**src/design/rdc_pkg.sv**
```systemverilog
// ============================================================================
// rdc_pkg - shared types and constants for the range distinct counter
// Field widths, default sizes, and the command and status groups that pass
// between the controller and the datapath.
// ============================================================================
package rdc_pkg;

    localparam int POS_W = 10;
    localparam int VAL_W = 16;
    localparam int OUT_W = 11;

    localparam int POSITIONS_DEF = 1024;
    localparam int VALUES_DEF    = 65536;

    localparam logic [OUT_W-1:0] COUNT_MAX = 11'd2047;

    // Window edge movement chosen for the next step of a query.
    typedef enum logic [2:0] {
        MOVE_NONE,
        MOVE_GROW_R,
        MOVE_GROW_L,
        MOVE_SHRINK_R,
        MOVE_SHRINK_L
    } move_t;

    typedef enum logic {
        SRC_STORE,
        SRC_ITEM
    } cnt_src_t;

    typedef enum logic {
        DIR_INC,
        DIR_DEC
    } dir_t;

    typedef struct packed {
        logic     clear;
        logic     capture;
        logic     plan;
        logic     vs_read;
        logic     vs_read_pos;
        logic     cnt_read;
        cnt_src_t cnt_src;
        logic     cnt_write;
        dir_t     cnt_dir;
        logic     win_step;
        logic     vs_write;
        logic     emit;
    } rdc_cmd_t;

    typedef struct packed {
        logic  clear_last;
        logic  is_query;
        logic  reversed;
        logic  write_ok;
        logic  in_window;
        move_t move;
        logic  out_free;
    } rdc_status_t;

endpackage

```
**src/design/rdc_ctrl.sv**
```systemverilog
// ============================================================================
// rdc_ctrl - sequencing controller
// Runs the clearing pass, accepts items and steps the datapath through
// window moves and point writes.
// ============================================================================
module rdc_ctrl (
    input  logic                clk,
    input  logic                rst_n,
    input  logic                item_valid,
    output logic                item_ready,
    input  rdc_pkg::rdc_status_t status,
    output rdc_pkg::rdc_cmd_t    cmd
);
    import rdc_pkg::*;

    typedef enum logic [3:0] {
        S_CLEAR,
        S_IDLE,
        S_DECIDE,
        S_PLAN,
        S_M_CREAD,
        S_M_CWRITE,
        S_EMIT,
        S_W_VREAD,
        S_W_CREAD_OLD,
        S_W_CWRITE_OLD,
        S_W_CREAD_NEW,
        S_W_CWRITE_NEW,
        S_W_STORE
    } state_t;

    state_t state_reg;
    state_t state_next;

    assign item_ready = (state_reg == S_IDLE);

    always_comb
    begin
        state_next = state_reg;
        cmd        = '0;
        unique case (state_reg)
            S_CLEAR:
            begin
                cmd.clear = 1'b1;
                if (status.clear_last)
                    state_next = S_IDLE;
            end
            S_IDLE:
            begin
                if (item_valid)
                begin
                    cmd.capture = 1'b1;
                    state_next  = S_DECIDE;
                end
            end
            S_DECIDE:
            begin
                if (status.is_query)
                    state_next = status.reversed ? S_EMIT : S_PLAN;
                else if (!status.write_ok)
                    state_next = S_IDLE;
                else if (status.in_window)
                    state_next = S_W_VREAD;
                else
                    state_next = S_W_STORE;
            end
            S_PLAN:
            begin
                if (status.move == MOVE_NONE)
                    state_next = S_EMIT;
                else
                begin
                    cmd.plan    = 1'b1;
                    cmd.vs_read = 1'b1;
                    state_next  = S_M_CREAD;
                end
            end
            S_M_CREAD:
            begin
                cmd.cnt_read = 1'b1;
                cmd.cnt_src  = SRC_STORE;
                state_next   = S_M_CWRITE;
            end
            S_M_CWRITE:
            begin
                cmd.cnt_write = 1'b1;
                cmd.win_step  = 1'b1;
                state_next    = S_PLAN;
            end
            S_EMIT:
            begin
                if (status.out_free)
                begin
                    cmd.emit   = 1'b1;
                    state_next = S_IDLE;
                end
            end
            S_W_VREAD:
            begin
                cmd.vs_read     = 1'b1;
                cmd.vs_read_pos = 1'b1;
                state_next      = S_W_CREAD_OLD;
            end
            S_W_CREAD_OLD:
            begin
                cmd.cnt_read = 1'b1;
                cmd.cnt_src  = SRC_STORE;
                state_next   = S_W_CWRITE_OLD;
            end
            S_W_CWRITE_OLD:
            begin
                cmd.cnt_write = 1'b1;
                cmd.cnt_dir   = DIR_DEC;
                state_next    = S_W_CREAD_NEW;
            end
            S_W_CREAD_NEW:
            begin
                cmd.cnt_read = 1'b1;
                cmd.cnt_src  = SRC_ITEM;
                state_next   = S_W_CWRITE_NEW;
            end
            S_W_CWRITE_NEW:
            begin
                cmd.cnt_write = 1'b1;
                cmd.cnt_dir   = DIR_INC;
                state_next    = S_W_STORE;
            end
            S_W_STORE:
            begin
                cmd.vs_write = 1'b1;
                state_next   = S_IDLE;
            end
            default:
            begin
                state_next = S_CLEAR;
            end
        endcase
    end

    always_ff @(posedge clk or negedge rst_n)
    begin
        if (!rst_n)
            state_reg <= S_CLEAR;
        else
            state_reg <= state_next;
    end

endmodule

```
**config.mk**
```make
export PLATFORM = sky130hd
export DESIGN_NAME = rdc_ctrl
export DESIGN_NICKNAME = d
export VERILOG_FILES = /design/src/design/rdc_pkg.sv /design/src/design/rdc_ctrl.sv
export SDC_FILE = /design/constraint.sdc
export NUM_CORES = 1
export LEC_CHECK = 0
export ABC_CLOCK_PERIOD_IN_PS = 3750
export BUFFER_PORTS_ARGS = -buffer_cell sky130_fd_sc_hd__clkbuf_2
export CELL_PAD_IN_SITES_DETAIL_PLACEMENT = 0
export CELL_PAD_IN_SITES_GLOBAL_PLACEMENT = 1
export CORE_MARGIN = 4
export CORE_UTILIZATION = 32
export CTS_BUF_LIST = sky130_fd_sc_hd__clkbuf_4 sky130_fd_sc_hd__clkbuf_8
export CTS_CLUSTER_SIZE = 28
export DETAILED_ROUTE_END_ITERATION = 7
export PLACE_DENSITY_LB_ADDON = 0.25
export SYNTH_ARGS = -nofsm -noshare
export SYNTH_HDL_FRONTEND = slang
export SYNTH_SLANG_ARGS = --single-unit
```
**constraint.sdc**
```tcl
create_clock -name clk -period 3.75 [get_ports clk]
set_input_delay 0.5625 -clock clk [delete_from_list [all_inputs] [get_ports clk]]
set_output_delay 0.5625 -clock clk [all_outputs]
set_load 0.03 [all_outputs]
```
# Yosys cells after proc, flatten, opt, wreduce, memory -nomap -nowiden
# Index checks and enable logic that the tools add are counted.
[word_totals] output_inout_bits=13 ramBits=0 elab_cells=44 latch_bits=0 rom_bits=0 reg_bits=4 mem_count=0
[classes] n_div=0 n_eq_ne=15 magnitude_cmp=0 add_sub_neg=0 n_mux=23 n_bitwise=0 n_reduce_logical=5 multipliers=0 shifts=0
[ops] operator="4-bit case mux with 13 select lines" n=1
[ops] operator="4-bit two-way mux" n=6
[ops] operator="4-bit equality test (second input constant)" n=5
[ops] operator="4-bit by 3-bit equality test with 1-bit output (second input constant)" n=4
[ops] operator="1-bit two-way mux" n=11
[ops] operator="4-bit by 2-bit equality test with 1-bit output (second input constant)" n=2
[ops] operator="2-bit inequality test (second input constant)" n=3
[ops] operator="4-bit by 1-bit equality test with 1-bit output (second input constant)" n=1
[ops] operator="4-bit zero test" n=1
[ops] operator="2-bit two-way mux" n=2
[ops] operator="2-bit case mux with 2 select lines" n=1
[ops] operator="3-bit zero test" n=1
[ops] operator="3-bit two-way mux" n=1
[ops] operator="3-bit AND reduction" n=1
[ops] operator="3-bit OR reduction" n=1
[ops] operator="1-bit case mux with 2 select lines" n=1
[ops] operator="2-bit OR reduction" n=1

# Depth between registers and ports, before layout
# Gate-level depths: netlist of the first run.
[depth] ltp_word=4 ltp_mapped=5 mapped_depth_nobuf=4

# Worst setup path before layout of the first run
# OpenSTA, ideal clock, no wires.
[synth_path] path_kind="register -> output" from="reg state_reg[1]" to="out cmd[8] (netlist bit)" t_arrival_ns=1.980 setup_slack_ns=1.208 path_stages_with_launch=5 t_required_ns=3.188 path_cell_list="dfrtp_1 -> buf_4 -> nand2_1 -> nor4_1 -> or2_1"
[synth_rtl] item="start: declaration" line="rdc_ctrl.sv:32" text="state_t state_reg;"
[synth_rtl] item="start signal: assignment" line="rdc_ctrl.sv:145" text="state_reg <= state_next;"
[synth_rtl] item="end: declaration" line="rdc_ctrl.sv:12" text="output rdc_pkg::rdc_cmd_t cmd"

==> summary.txt, run 1 <==
Synthesis
  – Syn Area/Cell: 7.63 um2
  – Ys flop type: dfrtp_1
  – Post-synth ARST share: between 90% and 100%
  – Syn Nets: 71
  – Yosys warns: 0
  – EDFF count, synth: 0
  – Post-Syn Area: about 450 um2
  – Sequential area share after synthesis: around 22%
  – #FFs+latches synth: 4
  – Netlist cell types: 31
  – Cells after Synth: a little under 60

Timing
  – Setup violations, final: 0
  – Post-layout min period: about 2.2 ns
  – RSZ-0062 raised after global routing: no
  – Fin crit share: 59.3%
  – Max_slew headroom: 70.9%
  – Slew Limit Fails: 0
  – Final setup margin: 1.53 ns
  – Final hold vios: 0
  – Tightest Pin Transition: 0.436 ns
  – Fin Setup TNS: 0 ns
  – Fmax: 450 MHz
  – Clock skew: between 0.005 and 0.006 ns

Global routing
  – GRT Resource Usage Total: roughly an eighth
  – First-pass GRT wire length: between 1500 and 2000 um
  – Largest net degree at the start of global routing: 16
  – Vias in the first global route: ~460
  – Global route overflow: 0
  – Number of antenna violations at the first check in global routing: 0

Die
  – Die height: roughly 46 um
  – Die X: 45.5 um
  – Core box area: between 1000 and 1500 um2
  – # rows: 13
  – Die area: between 2000 and 2500 um2
  – Starting Density: 34.2%
  – Top Ports: 25

Critical path
  – Arrival @ worst endpoint: between 1.5 and 2 ns
  – Crit end category: output pin
  – CP required: roughly 3.2 ns
  – Startpoint types: register
  – CP max FO: 14
  – Crit Path Class: register to output pin

Drt
  – Residual DRC count: 0
  – Routed Antenna Nets: 0
  – Final Routed Wirelength: about 1200 um
  – Wire per inst: between 10 and 15 um
  – Pre-Repair DR Iteration Count: 4
  – Vias: around 540
  – Avg Vias per Cell: approximately 5.6
  – Starting DRT DRC Count: 14

CTS
  – CTS Hold Bufs: 0
  – Root buf cell: clkbuf_4
  – Setup bufs post-CTS: 0
  – PostCTS Resize Cnt: 0
  – Longest Clk Path Bufs: 2
  – Worst skew pair latency: 0.23 ns
  – Num CTS Buffers: 3
  – Clock sink count: 4
  – CTS tree: built
  – Worst-path clk slew: 0.04 ns
  – H-tree depth: 1

Power
  – Static Leakage: between 0.2 and 0.3 nW
  – P per Cell Area: roughly 940 nW/um2
  – Maximum VDD drop: ~0.00046 V

Final layout
  – Antenna diodes: 0
  – Layout overhead on the synthesized area: 26.4%
  – Commonest non-fill, non-tap cell in the layout: clkbuf_2
  – NumNets Final: 96
  – Share of layout cells above drive strength 1: a little over a third
  – Most frequent cells in the layout: clkbuf_2, nor2_1, nor3_1, a21oi_1
  – Number of flip-flops in the largest register: 4
  – Fill count: 149

Status
  – Outcome: finished, final reports clean

Placement
  – Buffers on Ports: 24
  – HPWL Detailed: roughly 970 um
  – Post-Place Setup Slack: 1.75 ns
  – Routability cong.: 0.744

Min path
  – Worst hold path type: primary input to async pin

Flow run
  – Max Cap Viol: 0
## layout make-up
cell class / count / area [um2] / share of cell area, %
Sequential cell: 4 / 100 / 17.6
Inverter: 3 / 11.3 / 1.98
Multi-Input combinational cell: 48 / 297 / 52.1
Timing Repair Buffer: 24 / 120 / 21.1
Clock buffer: 3 / 22.5 / 3.96
Tap cell: 15 / 18.8 / 3.30
## path summary, 6_finish.rpt
path / startpoint / to / slack (ns) / depth (start not counted)
max in group asynchronous: rst_n / state_reg[2]$_DFFE_PN0P_ / 3.50 / 1
setup reg to reg: state_reg[2]$_DFFE_PN0P_ / state_reg[1]$_DFFE_PN0P_ / 2.10 / 4
setup / recovery: state_reg[1]$_DFFE_PN0P_ / cmd[10] / 1.53 / 4
min in group clk: status[0] / state_reg[1]$_DFFE_PN0P_ / 0.60 / 2
hold reg to reg: state_reg[3]$_DFFE_PN0P_ / state_reg[2]$_DFFE_PN0P_ / 0.70 / 1
hold / removal: rst_n / state_reg[0]$_DFFE_PN0P_ / 0.12 / 1
## synthesized netlist by cell type, types with 2 or more instances
library cell | count | area (um2)
nand2_1 | 4 | 15.0
nor4_1 | 2 | 12.5
a21oi_1 | 5 | 25.0
nor2b_1 | 2 | 12.5
nor3_1 | 5 | 25.0
clkbuf_8 | 2 | 27.5
nor2_1 | 7 | 26.3
dfrtp_1 | 4 | 100
nand2b_1 | 2 | 12.5
o21ai_0 | 3 | 15.0
inv_1 | 3 | 11.3
## cell families (layout without fill, tap and decap cells)
| logic type | Yosys count | count (layout) | share of synthesized area (%) |
|---|---|---|---|
| AOI/OAI and AO/OA | 18 | 18 | 27.8 |
| buffers and inverters | 7 | 30 | 11.9 |
| DFF | 4 | 4 | 22.2 |
| muxes | 1 | 1 | 2.50 |
| and+or+nand+nor | 29 | 29 | 35.6 |
## critical path: stages, from the launching register on
cell,delay [ns]
dfrtp_1,0.51
nand2b_1,0.26
nor3_1,0.28
and2_1,0.18
clkbuf_2,0.20
## per-stage QoR
step,area (um2),total power [mW],hold slack (ns),cells,util [%]
final,569,0.534,0.124,97,43.2
after global routing,569,0.579,0.122,97,43.2
after CTS,569,0.542,0.120,97,43.2
after detailed placement,547,0.487,0.371,94,41.5
after global placement,547,0.489,0.369,94,41.5
after floorplan,450,0.422,0.267,59,-
## power breakdown
part	switching [mW]	total, mW	leakage, nW	internal (mW)
clock network	0.0163	0.0520	0.0138	0.0357
registers	0.0717	0.137	0.0500	0.0652
logic	0.215	0.345	0.215	0.129
total	0.303	0.534	0.278	0.230
## metal layers
| metal | GRT usage, % | wire length, um | vias to the layer above |
|---|---|---|---|
| met5 | 0 | 0 | - |
| met4 | 5.26 | 12 | 0 |
| met3 | 4.74 | 64 | 2 |
| met2 | 20.1 | 609 | 16 |
| met1 | 16.3 | 535 | 256 |
| li1 | - | - | 269 |
Note: power is estimated with default switching activity, not from simulation.
==> inputs of run 2 (changes only) <==
ABC_CLOCK_PERIOD_IN_PS = 2150   (was 3750)
CORE_UTILIZATION = 30   (was 32)
clock period = 2.15 ns   (was 3.75 ns; I/O delays follow)
==> run 2 against run 1 <==
  * Final area increased by 4.4%
  * Clock skew rose by 0.00069 ns
  * Combinational power up 88%
  * Critical path depth did not move
  * Core utilization up 0.81 points
  * Count of clock-buffer cells in the layout stayed put
  * Worst hold slack better by 0.23 ns
  * Final cell count grew 2.1%
  * Die area increased by 5.5%
  * Register-to-register slack got worse by 1.6 ns
  * Global-route usage is 1.0 points higher
  * Critical path type unchanged
==> summary.txt, run 2 (synthesis gave the netlist of run 1 again) <==
Status
  – Outcome: finished, final reports clean

CTS
  – Longest Clk Path Bufs: 2
  – CTS tree: built
  – Root buf cell: clkbuf_4
  – Clock sink count: 4
  – Worst-path clk slew: about 0.040 ns
  – Worst skew pair latency: roughly 0.24 ns
  – H-tree depth: 1
  – Num CTS Buffers: 3

Global routing
  – GRT Resource Usage Total: 14.1%
  – First-pass GRT wire length: roughly 2200 um
  – Global route overflow: 0
  – Largest net degree at the start of global routing: 16
  – Vias in the first global route: 513
  – Number of antenna violations at the first check in global routing: 0

Drt
  – Starting DRT DRC Count: 10
  – Residual DRC count: 0
  – Final Routed Wirelength: around 1300 um
  – Routed Antenna Nets: 0
  – Pre-Repair DR Iteration Count: 4
  – Vias: 547
  – Avg Vias per Cell: about 5.5
  – Wire per inst: approximately 14 um

Final layout
  – Commonest non-fill, non-tap cell in the layout: clkbuf_2
  – Share of layout cells above drive strength 1: approximately two fifths
  – Antenna diodes: 0
  – Final core occ: between 40 and 50%
  – Most frequent cells in the layout: clkbuf_2, nor2_1, nor3_1, a21oi_1, nand2_1
  – NumNets Final: 98
  – Number of flip-flops in the largest register: 4
  – Layout overhead on the synthesized area: 31.9%

Timing
  – Setup violations, final: 0
  – Fin Setup TNS: 0 ns
  – RSZ-0062 raised after global routing: no
  – Fin crit share: 92.3%
  – Clock skew: about 0.0062 ns
  – Post-layout min period: between 1.5 and 2 ns
  – Tightest Pin Transition: 0.411 ns
  – Slew Limit Fails: 0
  – Max_slew headroom: about 73%
  – Fmax: just over 500 MHz
  – Final hold vios: 0

Die
  – Die X: ~47 um
  – Die area: 2190 um2
  – Die height: about 47 um
  – Starting Density: 33.4%
  – # rows: 13
  – Core box area: ~1400 um2
  – Top Ports: 25

Critical path
  – Arrival @ worst endpoint: about 1.7 ns
  – Startpoint types: register
  – CP required: between 1.5 and 2 ns
  – Crit Path Class: register to output pin
  – Crit end category: output pin
  – CP max FO: 14

Power
  – Static Leakage: ~0.29 nW
  – P per Cell Area: around 1600 nW/um2
  – Maximum VDD drop: between 0.0007 and 0.0008 V

Placement
  – Routability cong.: a little under 0.8
  – Buffers on Ports: 24
  – HPWL Detailed: approximately 1000 um

Flow run
  – Max Cap Viol: 0

Min path
  – Worst hold path type: primary input to register
==> run 2: what timing repair did <==
action                     CTS  global route
hold buffers                 1             0
resized for setup            0             1
hold endpoints to repair     4             0
buffers inserted             0             0
setup endpoints to repair    0             2
==> run 2: path summary, 6_finish.rpt <==
check	from	end	slack [ns]	depth (start not counted)
worst min-delay path	status[0]	state_reg[1]$_DFFE_PN0P_	0.36	2
worst max register to register	state_reg[2]$_DFFE_PN0P_	state_reg[1]$_DFFE_PN0P_	0.54	4
min in group asynchronous	rst_n	state_reg[1]$_DFFE_PN0P_	0.43	2
worst max-delay path	state_reg[1]$_DFFE_PN0P_	cmd[10]	0.17	4
max in group asynchronous	rst_n	state_reg[0]$_DFFE_PN0P_	1.58	2
worst min register to register	state_reg[3]$_DFFE_PN0P_	state_reg[2]$_DFFE_PN0P_	0.64	2
==> run 2: layer usage <==
| metal | up-vias | GRT usage, % | routed length [um] |
|---|---|---|---|
| li1 | 270 | - | - |
| met1 | 255 | 18.0 | 628 |
| met2 | 22 | 22.8 | 627 |
| met3 | 0 | 3.83 | 93 |
| met4 | 0 | 4.97 | 0 |
| met5 | - | 0 | 0 |
==> run 2: through the flow <==
stage | cell area (um2) | power, mW | setup WS [ns] | hold WS, ns | instances
floorplan | 457 | 0.744 | 0.0884 | 0.0269 | 59
global placement | 561 | 0.874 | 0.411 | 0.133 | 95
detailed placement | 561 | 0.862 | 0.407 | 0.139 | 95
CTS | 593 | 0.962 | 0.155 | 0.357 | 99
global route | 594 | 1.06 | 0.0240 | 0.365 | 99
finish | 594 | 0.966 | 0.166 | 0.358 | 99
==> run 2: critical path, cell delays in order (launching register included) <==
cell and delay [ns]:
dfrtp_1 0.51, nand2b_1 0.26, nor3_1 0.28, and2_1 0.17
clkbuf_2 0.20
==> run 2: layout make-up <==
class                      instances  area (um2)
sequential                         4         101
clock buffer                       3        22.5
tap                               15        18.8
inverter                           3        11.3
multi-input combinational         48         303
timing repair buffer              26         138
fill                             153         756
==> run 2: power by group <==
group	leakage [nW]	switching, mW	total, mW	internal [mW]
clock	0.0138	0.0330	0.0956	0.0626
combinational	0.225	0.409	0.649	0.241
sequential	0.0490	0.105	0.221	0.116
total	0.288	0.546	0.966	0.419
==> inputs of run 3 (changes only) <==
RECOVER_POWER = 100   (was unset)
==> run 3 against run 2 <==
  * Via count down 0.73%
  * Setup slack better by 0.0064 ns
  * Combinational power shrank 4.5%
  * Worst hold slack got worse by 0.0021 ns
  * Core utilization decreased by 1.4 points
  * Critical path depth unchanged
  * Register-to-register slack worse by 0.06 ns
  * Count of clock-buffer cells in the layout did not move
  * Clock skew is essentially flat
  * Die area is the same
  * Routed wire length is 0.52% lower
  * Critical endpoint is now cmd[8]
  * Largest cell class unchanged
==> summary.txt, run 3 (synthesis gave the netlist of run 1 again) <==
Global routing
  – Largest net degree at the start of global routing: 16
  – Global route overflow: 0
  – First-pass GRT wire length: 2190 um
  – GRT Resource Usage Total: about 14%
  – Vias in the first global route: about 510
  – Number of antenna violations at the first check in global routing: 0

Final layout
  – Finished Cell Area: 576 um2
  – Share of layout cells above drive strength 1: 28.6%
  – Most frequent cells in the layout: clkbuf_2, nor2_1, clkbuf_1
  – Commonest non-fill, non-tap cell in the layout: clkbuf_2
  – Layout overhead on the synthesized area: 27.8%
  – Number of flip-flops in the largest register: 4
  – NumNets Final: slightly below 100
  – Final core occ: between 40% and 50%
  – Antenna diodes: 0

Placement
  – Post-Place Setup Slack: around 0.41 ns
  – Buffers on Ports: 24
  – Routability cong.: slightly below 0.8
  – Dpl cell area: around 560 um2
  – HPWL Detailed: approximately 1000 um

Min path
  – Hold Path Cell Cnt: 2
  – Worst hold path type: primary input to register
  – Min-delay src: status[0]
  – Hold endpoint: state_reg[1]$_DFFE_PN0P_

Critical path
  – Crit end category: output pin
  – Crit Path Class: register to output pin
  – Crit-path max cell delay: between 0.5 and 0.6 ns
  – Worst reg-to-reg path cell count: 4
  – Critical-path cell list: nand2_1 > nor4_2 > or2_1 > clkbuf_2
  – R2R setup slack: roughly 0.48 ns
  – CP max FO: 14
  – Arrival @ worst endpoint: between 1.5 and 2 ns
  – R2r startpoint: state_reg[2]$_DFFE_PN0P_
  – CP required: between 1.5 and 2 ns
  – Startpoint types: register
  – R2R Path End: state_reg[1]$_DFFE_PN0P_
  – Slowest-stage cell, CP: dfrtp_1

Drt
  – Residual DRC count: 0
  – Avg Vias per Cell: between 5 and 6
  – Vias: around 540
  – Routed Antenna Nets: 0
  – Wire per inst: ~14 um
  – Final Routed Wirelength: between 1000 and 1500 um
  – Pre-Repair DR Iteration Count: 4
  – Starting DRT DRC Count: 19

Die
  – Die X: 46.8 um
  – Core box area: about 1400 um2
  – Die area: between 2000 and 2500 um2
  – Starting Density: about a third
  – Die height: roughly 47 um
  – # rows: 13
  – Top Ports: 25

Timing
  – Setup violations, final: 0
  – Max_slew headroom: 72.3%
  – Fmax: a little over 500 MHz
  – Fin Setup TNS: 0 ns
  – RSZ-0062 raised after global routing: no
  – Post-layout min period: 1.98 ns
  – Final hold vios: 0
  – Clock skew: about 0.0057 ns
  – Fin crit share: 92.0%
  – Slew Limit Fails: 0
  – Tightest Pin Transition: slightly above 0.4 ns
  – Final setup margin: roughly 0.17 ns

CTS
  – Setup bufs post-CTS: 0
  – Worst-path clk slew: 0.04 ns
  – Longest Clk Path Bufs: 2
  – H-tree depth: 1
  – Root buf cell: clkbuf_4
  – Clock sink count: 4
  – Worst skew pair latency: around 0.24 ns
  – Num CTS Buffers: 3
  – CTS tree: built

Status
  – Outcome: finished, final reports clean

Power
  – P per Cell Area: 1630 nW/um2
  – Maximum VDD drop: ~0.00073 V
  – Static Leakage: approximately 0.26 nW
  – Tot Pwr: between 0.9 and 1 mW

Flow run
  – Max Cap Viol: 0
-- run 3: cell counts in the layout (fill, tap and decap cells not counted) --
No cell type changed its count.
-- run 3: worst max-delay path, delay by kind of cell (launching register included) --
kind,cells,cell delay [ns]
buffers and inverters,1,0.20
DFF,1,0.57
and+or+nand+nor,3,0.64
-- run 3: what timing repair did --
item | 4_1_cts | 5_1_grt
endpoints found under the setup margin | 0 | 2
resized for setup | 0 | 1
endpoints found under the hold margin | 4 | 0
hold buffers | 1 | 0
-- run 3: cell type report --
cell class / instances / area (um2)
sequential: 4 / 101
fill: 157 / 774
clock buffer: 3 / 22.5
inverter: 3 / 11.3
multi-input combinational: 48 / 293
tap: 15 / 18.8
timing repair buffer: 26 / 129
-- run 3: where the power goes --
| part | internal (mW) | switching, mW | leakage [nW] |
|---|---|---|---|
| Combinational | 0.219 | 0.401 | 0.197 |
| Sequential | 0.116 | 0.104 | 0.0490 |
| Clock | 0.0626 | 0.0330 | 0.0138 |
| Total | 0.398 | 0.538 | 0.260 |
-- run 3: stage by stage --
stage	hold WS, ns	instances
floorplan	0.0269	59
global placement	0.133	95
detailed placement	0.139	95
CTS	0.357	99
global route	0.365	99
finish	0.356	99
-- run 3: worst max path at each step --
stage                                   from       to  slack [ns]  cells after the start
global placement    state_reg[0]$_DFFE_PN0P_   cmd[8]        0.41                      4
detailed placement  state_reg[1]$_DFFE_PN0P_  cmd[10]        0.41                      4
CTS                 state_reg[0]$_DFFE_PN0P_   cmd[8]        0.16                      4
global route        state_reg[1]$_DFFE_PN0P_  cmd[10]        0.02                      4
finish              state_reg[1]$_DFFE_PN0P_   cmd[8]        0.17                      4
floorplan           state_reg[2]$_DFFE_PN0P_  cmd[10]        0.09                      3
-- run 3: layer usage --
metal	vias up	track usage (%)	part of all wire, %
li1	270	-	-
met1	253	18.0	46
met2	20	22.8	47
met3	0	3.83	7.2
met4	0	4.97	0
met5	-	0	0
